## config.mk

```make
export PLATFORM = sky130hd
export DESIGN_NAME = pulse_rate_detector
export DESIGN_NICKNAME = d
export VERILOG_FILES = /design/src/design/prd_pkg.sv /design/src/design/prd_front.sv /design/src/design/prd_fifo.sv /design/src/design/prd_div.sv /design/src/design/prd_back.sv /design/src/design/pulse_rate_detector.sv
export SDC_FILE = /design/constraint.sdc
export NUM_CORES = 2
export LEC_CHECK = 0
export ABC_AREA = 1
export BUFFER_PORTS_ARGS = -buffer_cell sky130_fd_sc_hd__buf_2
export CELL_PAD_IN_SITES_DETAIL_PLACEMENT = 1
export CELL_PAD_IN_SITES_GLOBAL_PLACEMENT = 1
export CORE_ASPECT_RATIO = 1.75
export CORE_UTILIZATION = 55
export CTS_BUF_LIST = sky130_fd_sc_hd__clkbuf_4 sky130_fd_sc_hd__clkbuf_8
export CTS_CLUSTER_SIZE = 16
export DETAILED_ROUTE_END_ITERATION = 6
export GPL_TIMING_DRIVEN = 0
export PLACE_DENSITY_LB_ADDON = 0.1
export REMOVE_ABC_BUFFERS = 1
export SYNTH_ARGS = -nofsm -noshare
export SYNTH_HDL_FRONTEND = slang
export SYNTH_SLANG_ARGS = --single-unit
```

## constraint.sdc

```tcl
create_clock -name clk -period 13.4 [get_ports clk]
set_clock_uncertainty 0.1 [all_clocks]
set_input_delay 0.67 -clock clk [delete_from_list [all_inputs] [get_ports clk]]
set_output_delay 0.67 -clock clk [all_outputs]
set_load 0.05 [all_outputs]
```

## src/design/prd_pkg.sv

```systemverilog
`default_nettype none

package prd_pkg;

  localparam int WINDOW_DEFAULT = 20;

  localparam int SAMPLE_W = 10;
  localparam int TIME_W   = 32;
  localparam int RATE_W   = 8;
  localparam int ENTRY_W  = 5;
  localparam int LEVEL_W  = 18;
  localparam int PERIOD_W = 16;

  localparam int CFG_IDX_W  = 3;
  localparam int CFG_DATA_W = 16;

  localparam logic [CFG_IDX_W-1:0] REG_THRESHOLD  = 3'd0;
  localparam logic [CFG_IDX_W-1:0] REG_GATE_LOW   = 3'd1;
  localparam logic [CFG_IDX_W-1:0] REG_GATE_HIGH  = 3'd2;
  localparam logic [CFG_IDX_W-1:0] REG_REFRACTORY = 3'd3;
  localparam logic [CFG_IDX_W-1:0] REG_MIN_RATE   = 3'd4;
  localparam logic [CFG_IDX_W-1:0] REG_MAX_RATE   = 3'd5;
  localparam logic [CFG_IDX_W-1:0] REG_REPORT     = 3'd6;

  localparam logic [SAMPLE_W-1:0] THRESHOLD_RST  = 10'd520;
  localparam logic [SAMPLE_W-1:0] GATE_LOW_RST   = 10'd500;
  localparam logic [SAMPLE_W-1:0] GATE_HIGH_RST  = 10'd550;
  localparam logic [PERIOD_W-1:0] REFRACTORY_RST = 16'd300;
  localparam logic [RATE_W-1:0]   MIN_RATE_RST   = 8'd30;
  localparam logic [RATE_W-1:0]   MAX_RATE_RST   = 8'd220;
  localparam logic [PERIOD_W-1:0] REPORT_RST     = 16'd1000;

  localparam logic [LEVEL_W-1:0] LEVEL_RST = 18'd133120;

  // new level = (256*sample + 4*old + 2) / 5, divide by 5 as multiply and shift
  localparam int FILT_X_W     = 21;
  localparam int FILT_RECIP_W = 22;
  localparam int FILT_PROD_W  = FILT_X_W + FILT_RECIP_W;
  localparam int FILT_SHIFT   = 24;
  localparam logic [FILT_RECIP_W-1:0] FILT_RECIP = 22'd3355444;

  localparam int DIVIDEND_W = 16;
  localparam int DIV_CNT_W  = $clog2(DIVIDEND_W);
  localparam logic [DIVIDEND_W-1:0] RATE_NUMERATOR = 16'd60000;

  localparam int QUEUE_DEPTH = 2;
  localparam int QUEUE_PTR_W = $clog2(QUEUE_DEPTH);
  localparam int QUEUE_CNT_W = $clog2(QUEUE_DEPTH + 1);

  typedef struct packed {
    logic [SAMPLE_W-1:0] pulse_threshold;
    logic [SAMPLE_W-1:0] gate_low;
    logic [SAMPLE_W-1:0] gate_high;
    logic [PERIOD_W-1:0] refractory_ms;
    logic [RATE_W-1:0]   min_rate;
    logic [RATE_W-1:0]   max_rate;
    logic [PERIOD_W-1:0] report_period_ms;
  } prd_cfg_t;

  typedef struct packed {
    logic [SAMPLE_W-1:0] sample;
    logic [TIME_W-1:0]   now_ms;
    logic                in_gate;
  } prd_item_t;

  typedef struct packed {
    logic                  start;
    logic [DIVIDEND_W-1:0] dividend;
    logic [TIME_W-1:0]     divisor;
  } prd_div_req_t;

  typedef enum logic [3:0] {
    ST_IDLE,
    ST_FILT_MUL,
    ST_FILT_SET,
    ST_PULSE,
    ST_DIV_RATE,
    ST_RATE_CHK,
    ST_RING_WR,
    ST_REPORT,
    ST_DIV_AVG,
    ST_OUT
  } prd_state_t;

endpackage

`default_nettype wire

```

## src/design/prd_front.sv

```systemverilog
`default_nettype none

module prd_front (
  input  wire logic                          clk,
  input  wire logic                          rst,
  input  wire prd_pkg::prd_cfg_t             cfg,
  input  wire logic                          in_valid,
  output logic                               in_stall,
  input  wire logic [prd_pkg::SAMPLE_W-1:0]  sample,
  input  wire logic [prd_pkg::TIME_W-1:0]    now_ms,
  output logic                               push_valid,
  output prd_pkg::prd_item_t                 push_item,
  input  wire logic                          push_ready
);

  logic               vld_q;
  logic               vld_next;
  logic               accept;
  logic               push;
  prd_pkg::prd_item_t item_q;

  assign push     = vld_q && push_ready;
  assign in_stall = vld_q && !push_ready;
  assign accept   = in_valid && !in_stall;

  always_comb begin
    vld_next = vld_q;
    if (accept) begin
      vld_next = 1'b1;
    end else if (push) begin
      vld_next = 1'b0;
    end
  end

  always_ff @(posedge clk) begin
    if (rst) begin
      vld_q <= 1'b0;
    end else begin
      vld_q <= vld_next;
    end
  end

  // classify against the gate window on entry
  always_ff @(posedge clk) begin
    if (accept) begin
      item_q.sample  <= sample;
      item_q.now_ms  <= now_ms;
      item_q.in_gate <= (sample >= cfg.gate_low) && (sample <= cfg.gate_high);
    end
  end

  assign push_valid = vld_q;
  assign push_item  = item_q;

endmodule

`default_nettype wire

```

## src/design/prd_fifo.sv

```systemverilog
`default_nettype none

module prd_fifo (
  input  wire logic               clk,
  input  wire logic               rst,
  input  wire logic               push_valid,
  input  wire prd_pkg::prd_item_t push_item,
  output logic                    push_ready,
  output logic                    head_valid,
  output prd_pkg::prd_item_t      head_item,
  input  wire logic               pop
);

  prd_pkg::prd_item_t                  mem_q [prd_pkg::QUEUE_DEPTH];
  logic [prd_pkg::QUEUE_PTR_W-1:0]     wr_ptr_q;
  logic [prd_pkg::QUEUE_PTR_W-1:0]     rd_ptr_q;
  logic [prd_pkg::QUEUE_CNT_W-1:0]     cnt_q;
  logic                                do_push;
  logic                                do_pop;

  assign push_ready = cnt_q != prd_pkg::QUEUE_CNT_W'(prd_pkg::QUEUE_DEPTH);
  assign head_valid = cnt_q != '0;
  assign head_item  = mem_q[rd_ptr_q];
  assign do_push    = push_valid && push_ready;
  assign do_pop     = pop && head_valid;

  always_ff @(posedge clk) begin
    if (rst) begin
      wr_ptr_q <= '0;
      rd_ptr_q <= '0;
      cnt_q    <= '0;
    end else begin
      if (do_push) begin
        wr_ptr_q <= wr_ptr_q + 1'b1;
      end
      if (do_pop) begin
        rd_ptr_q <= rd_ptr_q + 1'b1;
      end
      if (do_push && !do_pop) begin
        cnt_q <= cnt_q + 1'b1;
      end else if (do_pop && !do_push) begin
        cnt_q <= cnt_q - 1'b1;
      end
    end
  end

  always_ff @(posedge clk) begin
    if (do_push) begin
      mem_q[wr_ptr_q] <= push_item;
    end
  end

endmodule

`default_nettype wire

```

## src/design/prd_div.sv

```systemverilog
`default_nettype none

module prd_div (
  input  wire logic                            clk,
  input  wire logic                            rst,
  input  wire prd_pkg::prd_div_req_t           req,
  output logic                                 done,
  output logic [prd_pkg::DIVIDEND_W-1:0]       quotient
);

  logic                                busy_q;
  logic                                done_q;
  logic [prd_pkg::DIV_CNT_W-1:0]       cnt_q;
  logic [prd_pkg::TIME_W-1:0]          rem_q;
  logic [prd_pkg::TIME_W-1:0]          dvs_q;
  logic [prd_pkg::DIVIDEND_W-1:0]      quo_q;
  logic [prd_pkg::TIME_W:0]            trial;
  logic                                fits;
  logic                                last;

  assign trial = {rem_q, quo_q[prd_pkg::DIVIDEND_W-1]};
  assign fits  = trial >= {1'b0, dvs_q};
  assign last  = cnt_q == prd_pkg::DIV_CNT_W'(prd_pkg::DIVIDEND_W - 1);

  always_ff @(posedge clk) begin
    if (rst) begin
      busy_q <= 1'b0;
      done_q <= 1'b0;
      cnt_q  <= '0;
    end else begin
      done_q <= busy_q && last;
      if (req.start) begin
        busy_q <= 1'b1;
        cnt_q  <= '0;
      end else if (busy_q) begin
        cnt_q <= cnt_q + 1'b1;
        if (last) begin
          busy_q <= 1'b0;
        end
      end
    end
  end

  // restoring division, one quotient bit per cycle
  always_ff @(posedge clk) begin
    if (req.start) begin
      rem_q <= '0;
      dvs_q <= req.divisor;
      quo_q <= req.dividend;
    end else if (busy_q) begin
      if (fits) begin
        rem_q <= prd_pkg::TIME_W'(trial - {1'b0, dvs_q});
      end else begin
        rem_q <= trial[prd_pkg::TIME_W-1:0];
      end
      quo_q <= {quo_q[prd_pkg::DIVIDEND_W-2:0], fits};
    end
  end

  assign done     = done_q;
  assign quotient = quo_q;

endmodule

`default_nettype wire

```

## src/design/prd_back.sv

```systemverilog
`default_nettype none

module prd_back #(
  parameter int WINDOW = prd_pkg::WINDOW_DEFAULT
) (
  input  wire logic                              clk,
  input  wire logic                              rst,
  input  wire prd_pkg::prd_cfg_t                 cfg,
  input  wire logic                              head_valid,
  input  wire prd_pkg::prd_item_t                head_item,
  output logic                                   pop,
  output prd_pkg::prd_div_req_t                  div_req,
  input  wire logic                              div_done,
  input  wire logic [prd_pkg::DIVIDEND_W-1:0]    div_quo,
  output logic                                   out_valid,
  input  wire logic                              out_stall,
  output logic [prd_pkg::RATE_W-1:0]             average_rate,
  output logic [prd_pkg::ENTRY_W-1:0]            entries_used
);

  localparam int POS_W = (WINDOW > 1) ? $clog2(WINDOW) : 1;
  localparam int CNT_W = $clog2(WINDOW + 1);
  localparam int SUM_W = prd_pkg::RATE_W + CNT_W;

  prd_pkg::prd_state_t state_q;
  prd_pkg::prd_state_t state_next;

  logic                                  ld_item;
  logic                                  filt_mul;
  logic                                  filt_set;
  logic                                  pulse_upd;
  logic                                  ring_wr;
  logic                                  rep_upd;
  logic                                  out_load;
  logic                                  start_rate;
  logic                                  start_avg;

  prd_pkg::prd_item_t                    item_q;
  logic [prd_pkg::LEVEL_W-1:0]           level_q;
  logic [prd_pkg::FILT_PROD_W-1:0]       prod_q;
  logic [prd_pkg::FILT_X_W-1:0]          filt_x;
  logic [prd_pkg::TIME_W-1:0]            last_pulse_q;
  logic [prd_pkg::TIME_W-1:0]            last_rep_q;
  logic [prd_pkg::TIME_W-1:0]            interval;
  logic [prd_pkg::TIME_W-1:0]            elapsed;
  logic [prd_pkg::RATE_W-1:0]            rate_q;
  logic                                  pulse_hit;
  logic                                  rate_ok;
  logic                                  report_due;

  logic [prd_pkg::RATE_W-1:0]            ring_mem [WINDOW];
  logic [WINDOW-1:0]                     ring_vld_q;
  logic [prd_pkg::RATE_W-1:0]            rd_data_q;
  logic                                  rd_vld_q;
  logic [POS_W-1:0]                      pos_q;
  logic [SUM_W-1:0]                      sum_q;
  logic [SUM_W-1:0]                      sum_next;
  logic [CNT_W-1:0]                      cnt_q;
  logic [CNT_W-1:0]                      cnt_next;
  logic [7:0]                            cnt_ext;

  logic                                  out_vld_q;
  logic [prd_pkg::RATE_W-1:0]            avg_q;
  logic [prd_pkg::ENTRY_W-1:0]           ent_q;

  assign interval   = item_q.now_ms - last_pulse_q;
  assign elapsed    = item_q.now_ms - last_rep_q;
  assign pulse_hit  = (level_q > {cfg.pulse_threshold, 8'h00})
                      && (interval > prd_pkg::TIME_W'(cfg.refractory_ms));
  assign rate_ok    = (div_quo > prd_pkg::DIVIDEND_W'(cfg.min_rate))
                      && (div_quo < prd_pkg::DIVIDEND_W'(cfg.max_rate));
  assign report_due = (elapsed > prd_pkg::TIME_W'(cfg.report_period_ms)) && (cnt_q != '0);

  always_comb begin
    state_next = state_q;
    unique case (state_q)
      prd_pkg::ST_IDLE: begin
        if (head_valid) begin
          state_next = head_item.in_gate ? prd_pkg::ST_FILT_MUL : prd_pkg::ST_REPORT;
        end
      end
      prd_pkg::ST_FILT_MUL: state_next = prd_pkg::ST_FILT_SET;
      prd_pkg::ST_FILT_SET: state_next = prd_pkg::ST_PULSE;
      prd_pkg::ST_PULSE: begin
        state_next = pulse_hit ? prd_pkg::ST_DIV_RATE : prd_pkg::ST_REPORT;
      end
      prd_pkg::ST_DIV_RATE: begin
        if (div_done) begin
          state_next = prd_pkg::ST_RATE_CHK;
        end
      end
      prd_pkg::ST_RATE_CHK: begin
        state_next = rate_ok ? prd_pkg::ST_RING_WR : prd_pkg::ST_REPORT;
      end
      prd_pkg::ST_RING_WR: state_next = prd_pkg::ST_REPORT;
      prd_pkg::ST_REPORT: begin
        state_next = report_due ? prd_pkg::ST_DIV_AVG : prd_pkg::ST_IDLE;
      end
      prd_pkg::ST_DIV_AVG: begin
        if (div_done) begin
          state_next = prd_pkg::ST_OUT;
        end
      end
      prd_pkg::ST_OUT: begin
        if (!out_vld_q || !out_stall) begin
          state_next = prd_pkg::ST_IDLE;
        end
      end
      default: state_next = prd_pkg::ST_IDLE;
    endcase
  end

  always_comb begin
    ld_item    = 1'b0;
    filt_mul   = 1'b0;
    filt_set   = 1'b0;
    pulse_upd  = 1'b0;
    ring_wr    = 1'b0;
    rep_upd    = 1'b0;
    out_load   = 1'b0;
    start_rate = 1'b0;
    start_avg  = 1'b0;
    unique case (state_q)
      prd_pkg::ST_IDLE:     ld_item    = head_valid;
      prd_pkg::ST_FILT_MUL: filt_mul   = 1'b1;
      prd_pkg::ST_FILT_SET: filt_set   = 1'b1;
      prd_pkg::ST_PULSE:    start_rate = pulse_hit;
      prd_pkg::ST_DIV_RATE: ;
      prd_pkg::ST_RATE_CHK: pulse_upd  = 1'b1;
      prd_pkg::ST_RING_WR:  ring_wr    = 1'b1;
      prd_pkg::ST_REPORT: begin
        rep_upd   = report_due;
        start_avg = report_due;
      end
      prd_pkg::ST_DIV_AVG:  ;
      prd_pkg::ST_OUT:      out_load   = !out_vld_q || !out_stall;
      default: ;
    endcase
  end

  always_comb begin
    div_req.start    = start_rate || start_avg;
    div_req.dividend = start_avg ? prd_pkg::DIVIDEND_W'(sum_q) : prd_pkg::RATE_NUMERATOR;
    div_req.divisor  = start_avg ? prd_pkg::TIME_W'(cnt_q) : interval;
  end

  assign pop = ld_item;

  always_ff @(posedge clk) begin
    if (rst) begin
      state_q <= prd_pkg::ST_IDLE;
    end else begin
      state_q <= state_next;
    end
  end

  assign filt_x = prd_pkg::FILT_X_W'({item_q.sample, 8'h00})
                  + prd_pkg::FILT_X_W'({level_q, 2'b00})
                  + prd_pkg::FILT_X_W'(2);

  always_ff @(posedge clk) begin
    if (ld_item) begin
      item_q <= head_item;
    end
    if (filt_mul) begin
      prod_q <= prd_pkg::FILT_PROD_W'(filt_x) * prd_pkg::FILT_PROD_W'(prd_pkg::FILT_RECIP);
    end
    if (pulse_upd) begin
      rate_q <= div_quo[prd_pkg::RATE_W-1:0];
    end
  end

  assign sum_next = sum_q - SUM_W'(rd_vld_q ? rd_data_q : '0) + SUM_W'(rate_q);
  assign cnt_next = cnt_q - CNT_W'(rd_vld_q) + CNT_W'(1);

  always_ff @(posedge clk) begin
    if (rst) begin
      level_q      <= prd_pkg::LEVEL_RST;
      last_pulse_q <= '0;
      last_rep_q   <= '0;
      pos_q        <= '0;
      sum_q        <= '0;
      cnt_q        <= '0;
      ring_vld_q   <= '0;
    end else begin
      if (filt_set) begin
        level_q <= prod_q[prd_pkg::FILT_SHIFT +: prd_pkg::LEVEL_W];
      end
      if (pulse_upd) begin
        last_pulse_q <= item_q.now_ms;
      end
      if (rep_upd) begin
        last_rep_q <= item_q.now_ms;
      end
      if (ring_wr) begin
        sum_q             <= sum_next;
        cnt_q             <= cnt_next;
        ring_vld_q[pos_q] <= 1'b1;
        pos_q             <= (pos_q == POS_W'(WINDOW - 1)) ? '0 : pos_q + 1'b1;
      end
    end
  end

  always_ff @(posedge clk) begin
    if (ring_wr) begin
      ring_mem[pos_q] <= rate_q;
    end
    rd_data_q <= ring_mem[pos_q];
  end

  always_ff @(posedge clk) begin
    if (rst) begin
      rd_vld_q <= 1'b0;
    end else begin
      rd_vld_q <= ring_vld_q[pos_q] && !ring_wr;
    end
  end

  assign cnt_ext = 8'(cnt_q);

  always_ff @(posedge clk) begin
    if (rst) begin
      out_vld_q <= 1'b0;
    end else if (out_load) begin
      out_vld_q <= 1'b1;
    end else if (!out_stall) begin
      out_vld_q <= 1'b0;
    end
  end

  always_ff @(posedge clk) begin
    if (out_load) begin
      avg_q <= div_quo[prd_pkg::RATE_W-1:0];
      ent_q <= cnt_ext[prd_pkg::ENTRY_W-1:0];
    end
  end

  assign out_valid    = out_vld_q;
  assign average_rate = avg_q;
  assign entries_used = ent_q;

endmodule

`default_nettype wire

```

## src/design/pulse_rate_detector.sv

```systemverilog
`default_nettype none

// channel  direction  handshake               payload
// in       to block   in_valid / in_stall     sample[9:0], now_ms[31:0]
// out      from block out_valid / out_stall   average_rate[7:0], entries_used[4:0]
// cfg      to block   cfg_valid / cfg_ready   cfg_index[2:0], cfg_data[15:0]
//
// The back end takes an item outside the gate through IDLE and REPORT, and an item
// inside it with no pulse and no report through IDLE, FILT_MUL, FILT_SET, PULSE
// and REPORT. Each rate or average division holds it on the one shared restoring
// divider until done, which bounds how fast items go through the back end.
// The front stage and a two-entry queue take items while the back end works.
// rst is synchronous; the ring is empty right after reset, no clearing pass.
// A stalled result holds in the output register; the back end waits only when
// a second result is ready, and the input stalls once queue and front are full.

module pulse_rate_detector #(
  parameter int WINDOW = prd_pkg::WINDOW_DEFAULT
) (
  input  wire logic                              clk,
  input  wire logic                              rst,
  input  wire logic                              in_valid,
  output logic                                   in_stall,
  input  wire logic [prd_pkg::SAMPLE_W-1:0]      sample,
  input  wire logic [prd_pkg::TIME_W-1:0]        now_ms,
  output logic                                   out_valid,
  input  wire logic                              out_stall,
  output logic [prd_pkg::RATE_W-1:0]             average_rate,
  output logic [prd_pkg::ENTRY_W-1:0]            entries_used,
  input  wire logic                              cfg_valid,
  output logic                                   cfg_ready,
  input  wire logic [prd_pkg::CFG_IDX_W-1:0]     cfg_index,
  input  wire logic [prd_pkg::CFG_DATA_W-1:0]    cfg_data
);

  prd_pkg::prd_cfg_t                   cfg_q;
  logic                                push_valid;
  prd_pkg::prd_item_t                  push_item;
  logic                                push_ready;
  logic                                head_valid;
  prd_pkg::prd_item_t                  head_item;
  logic                                pop;
  prd_pkg::prd_div_req_t               div_req;
  logic                                div_done;
  logic [prd_pkg::DIVIDEND_W-1:0]      div_quo;

  assign cfg_ready = 1'b1;

  always_ff @(posedge clk) begin
    if (rst) begin
      cfg_q.pulse_threshold  <= prd_pkg::THRESHOLD_RST;
      cfg_q.gate_low         <= prd_pkg::GATE_LOW_RST;
      cfg_q.gate_high        <= prd_pkg::GATE_HIGH_RST;
      cfg_q.refractory_ms    <= prd_pkg::REFRACTORY_RST;
      cfg_q.min_rate         <= prd_pkg::MIN_RATE_RST;
      cfg_q.max_rate         <= prd_pkg::MAX_RATE_RST;
      cfg_q.report_period_ms <= prd_pkg::REPORT_RST;
    end else if (cfg_valid && cfg_ready) begin
      unique case (cfg_index)
        prd_pkg::REG_THRESHOLD:  cfg_q.pulse_threshold  <= cfg_data[prd_pkg::SAMPLE_W-1:0];
        prd_pkg::REG_GATE_LOW:   cfg_q.gate_low         <= cfg_data[prd_pkg::SAMPLE_W-1:0];
        prd_pkg::REG_GATE_HIGH:  cfg_q.gate_high        <= cfg_data[prd_pkg::SAMPLE_W-1:0];
        prd_pkg::REG_REFRACTORY: cfg_q.refractory_ms    <= cfg_data;
        prd_pkg::REG_MIN_RATE:   cfg_q.min_rate         <= cfg_data[prd_pkg::RATE_W-1:0];
        prd_pkg::REG_MAX_RATE:   cfg_q.max_rate         <= cfg_data[prd_pkg::RATE_W-1:0];
        prd_pkg::REG_REPORT:     cfg_q.report_period_ms <= cfg_data;
        default: ;
      endcase
    end
  end

  prd_front u_front (
    .clk        (clk),
    .rst        (rst),
    .cfg        (cfg_q),
    .in_valid   (in_valid),
    .in_stall   (in_stall),
    .sample     (sample),
    .now_ms     (now_ms),
    .push_valid (push_valid),
    .push_item  (push_item),
    .push_ready (push_ready)
  );

  prd_fifo u_fifo (
    .clk        (clk),
    .rst        (rst),
    .push_valid (push_valid),
    .push_item  (push_item),
    .push_ready (push_ready),
    .head_valid (head_valid),
    .head_item  (head_item),
    .pop        (pop)
  );

  prd_div u_div (
    .clk      (clk),
    .rst      (rst),
    .req      (div_req),
    .done     (div_done),
    .quotient (div_quo)
  );

  prd_back #(
    .WINDOW (WINDOW)
  ) u_back (
    .clk          (clk),
    .rst          (rst),
    .cfg          (cfg_q),
    .head_valid   (head_valid),
    .head_item    (head_item),
    .pop          (pop),
    .div_req      (div_req),
    .div_done     (div_done),
    .div_quo      (div_quo),
    .out_valid    (out_valid),
    .out_stall    (out_stall),
    .average_rate (average_rate),
    .entries_used (entries_used)
  );

endmodule

`default_nettype wire
```

==> impl_results.md <==
- Met1 Track Usage GR: 33.1%
- Post-synthesis cell area: 41400 sq um
- Commonest non-fill, non-tap cells in the layout: inv_1, nand2_1, nor2_1, edfxtp_1, ha_1
- Clock latency on the worst-skew pair: 0.82 ns
- DRT Pass-1 Iters: 5
- Htree depth: 3
- Met2 Usage GRT: 64.0%
- Final hold vios: 0
- Port-buffer cells: 80
- Final Net Count: 5389
- Yosys reg bits: 679
- Hold Buf Count CTS: 41
- Root Driver: clkbuf_8
- Post-DP HPWL: 95.8 mm
- Synth Area in Compound Gates: 12.3%
- Core area: 74200 sq um
- Final setup vio count: 0
- Simple-Gate Fraction of Synth Area: 14.6%
- Mux cell area share after synthesis: 0.0242%
- CP max-delay cell: xor2_1
- Critical path required time: 13.82 ns
- Top cells by area, synth: edfxtp_1, dfxtp_1, ha_1
- Share of layout cells above drive strength 1: 6.95%
- Critical Path Sink Type: register
- Die X-Extent: 209 um
- Kind of path behind the tightest hold check: in -> reg
- Share of the synthesized area in the top cell type: 30.3%
- Vias post-DR: 33.1k
- Ys async rst share: 0%
- Setup bufs post-CTS: 0
- XOR/XNOR Fraction of Synth Area: 2.26%
- RSZ-0062 raised after global routing: no
- Routability-driven placement congestion ratio: 0.967
- Avg Cell Area, Syn: 8.89 sq um
- Syn-to-layout area delta: 9.33%
- Die ar.: 76400 sq um
- Synth Flop Type: edfxtp_1
- F_max: 108 MHz
- DR WL/cell: 21.7 um
- Final period util: 69.3%
- Largest net degree at the start of global routing: 130
- Clock Pin Slew Worst Setup and Hold Paths: 0.07 ns
- Longest Clk Path Bufs: 3
- EDFF count, synth: 418
- Initial Utilization: 55.8%
- Core Rows: 132
- Chip height: 365 um
- Rel. slew slack: 11.1%
- Max-cap viol count: 0
- CP dominant cell by count: a21oi_1
- Clock Sinks: 679
- Share of the yosys chip area belonging to registers: 43.0%
- Worst Path Buf+Inv: 5
- Total Routing Usage GR: 33.5%
- WHS: 0.0597 ns
- Max stage delay on crit path: 0.64 ns
- Final wirelength: 126 mm
- Area share of fa/ha/maj cells after synthesis: 19.3%
- CP delay by family, top: adder cells
- Outcome: complete, no violations
- Kind of critical path: reg -> reg
- DRC viols: 0
- GR peak layer: met2
- Yosys warnings: 0
- Largest family of logic cells by synthesized area: adder cells
- Synth Instances: 4656
- Post-synth cell types: 60
- Antenna-violating nets left: 0
- Initial antenna violation count: 2
- Critical path arrival: 9.70 ns
- Slew Limit Fails: 0
- M3 GR Usage: 4.66%
- TNS Setup: 0 ns
- I/O Pins: 82
- Fin crit period: 9.28 ns
- Startpoint types: register
- Initial DRC count: 1515
- Post-cts resize count: 0
- Yosys top cell by area: edfxtp_1
- CTS buffer count: 98
- Vias in the first global route: 36.9k
- CTS tree: done
- Overflow after GRT: 0
- Crit path max fanout: 4
- Worst Tran Pin Value: 1.33 ns
- Vias per cell: 5.70
- First-pass GRT wire length: 196 mm
registers in the layout, summed over array words and instances, names as in the netlist, 16 cells and up, named ones only:
register and flops:
u_front.push_item 43, cfg_q 78, u_back.last_pulse_q 32, u_back.level_q 18, u_back.prod_q 18, u_back.item_q 42, u_back.last_rep_q 32, u_div.dvs_q 32
u_back.ring_vld_q 20, u_back.ring_mem 160, u_div.rem_q 32, u_fifo.mem_q 86, u_div.quotient 16
worst paths after layout:
| kind | start | to | slack, ns | depth (start not counted) |
|---|---|---|---|---|
| worst max-delay path | u_back.item_q[35] | u_back.prod_q[41] | 4.12 | 34 |
| worst min-delay path | sample[8] | u_front.push_item[41] | 0.06 | 1 |
| worst max register to register | u_back.item_q[35] | u_back.prod_q[41] | 4.12 | 34 |
| worst min register to register | u_front.push_item[3] | u_fifo.mem_q[1][3] | 0.34 | 0 |
stage by stage:
stage | instances | utilization (%) | worst slack [ns] | instance area, sq um
2_1_floorplan | 4539 | - | 6.27 | 40800
3_3_place_gp | 5557 | 57.2 | 4.59 | 42400
3_5_place_dp | 5572 | 57.7 | 4.25 | 42800
4_1_cts | 5798 | 61.0 | 4.12 | 45200
5_1_grt | 5799 | 61.0 | 3.75 | 45200
6_report | 5801 | 61.0 | 4.12 | 45200
metal layers:
metal,vias to the layer above,share of wire [%]
li1,15600,-
met1,16200,35
met2,766,54
met3,455,3.3
met4,2,7.5
met5,-,0.010
synthesized netlist by cell type, drive strengths merged (7+ instances only):
cell,n
o21bai,10
fa,150
ha,398
o211ai,45
clkbuf,89
a21o,7
nand3,130
edfxtp,418
o21ai,364
nand2,788
nor4,11
a221oi,8
o21a,16
nor2,498
xnor2,30
buf,28
a21oi,374
nor3,30
a31oi,9
nand4,33
dfxtp,261
xor2,77
o22ai,47
inv,785
layout make-up:
cell class | instances | area [sq um]
diodes | 3 | 7.51
inverters | 790 | 2970
clock inverters | 57 | 468
fillers | 8737 | 28900
well taps | 938 | 1170
flip-flops and latches | 679 | 17800
clock buffers | 128 | 1600
repair buffers | 136 | 1120
multi-input cells | 3070 | 20100
cells by family after synthesis:
kind of cell,Yosys count
DFF,679
muxes,1
xor gates and xnor gates,107
buffers and inverters,907
adders and majority gates,548
other,1
and+or+nand+nor,1503
AOI/OAI and AO/OA,910
Power is not shown: default switching activity piles up to over one toggle a cycle in this logic, so the estimate is an artifact.
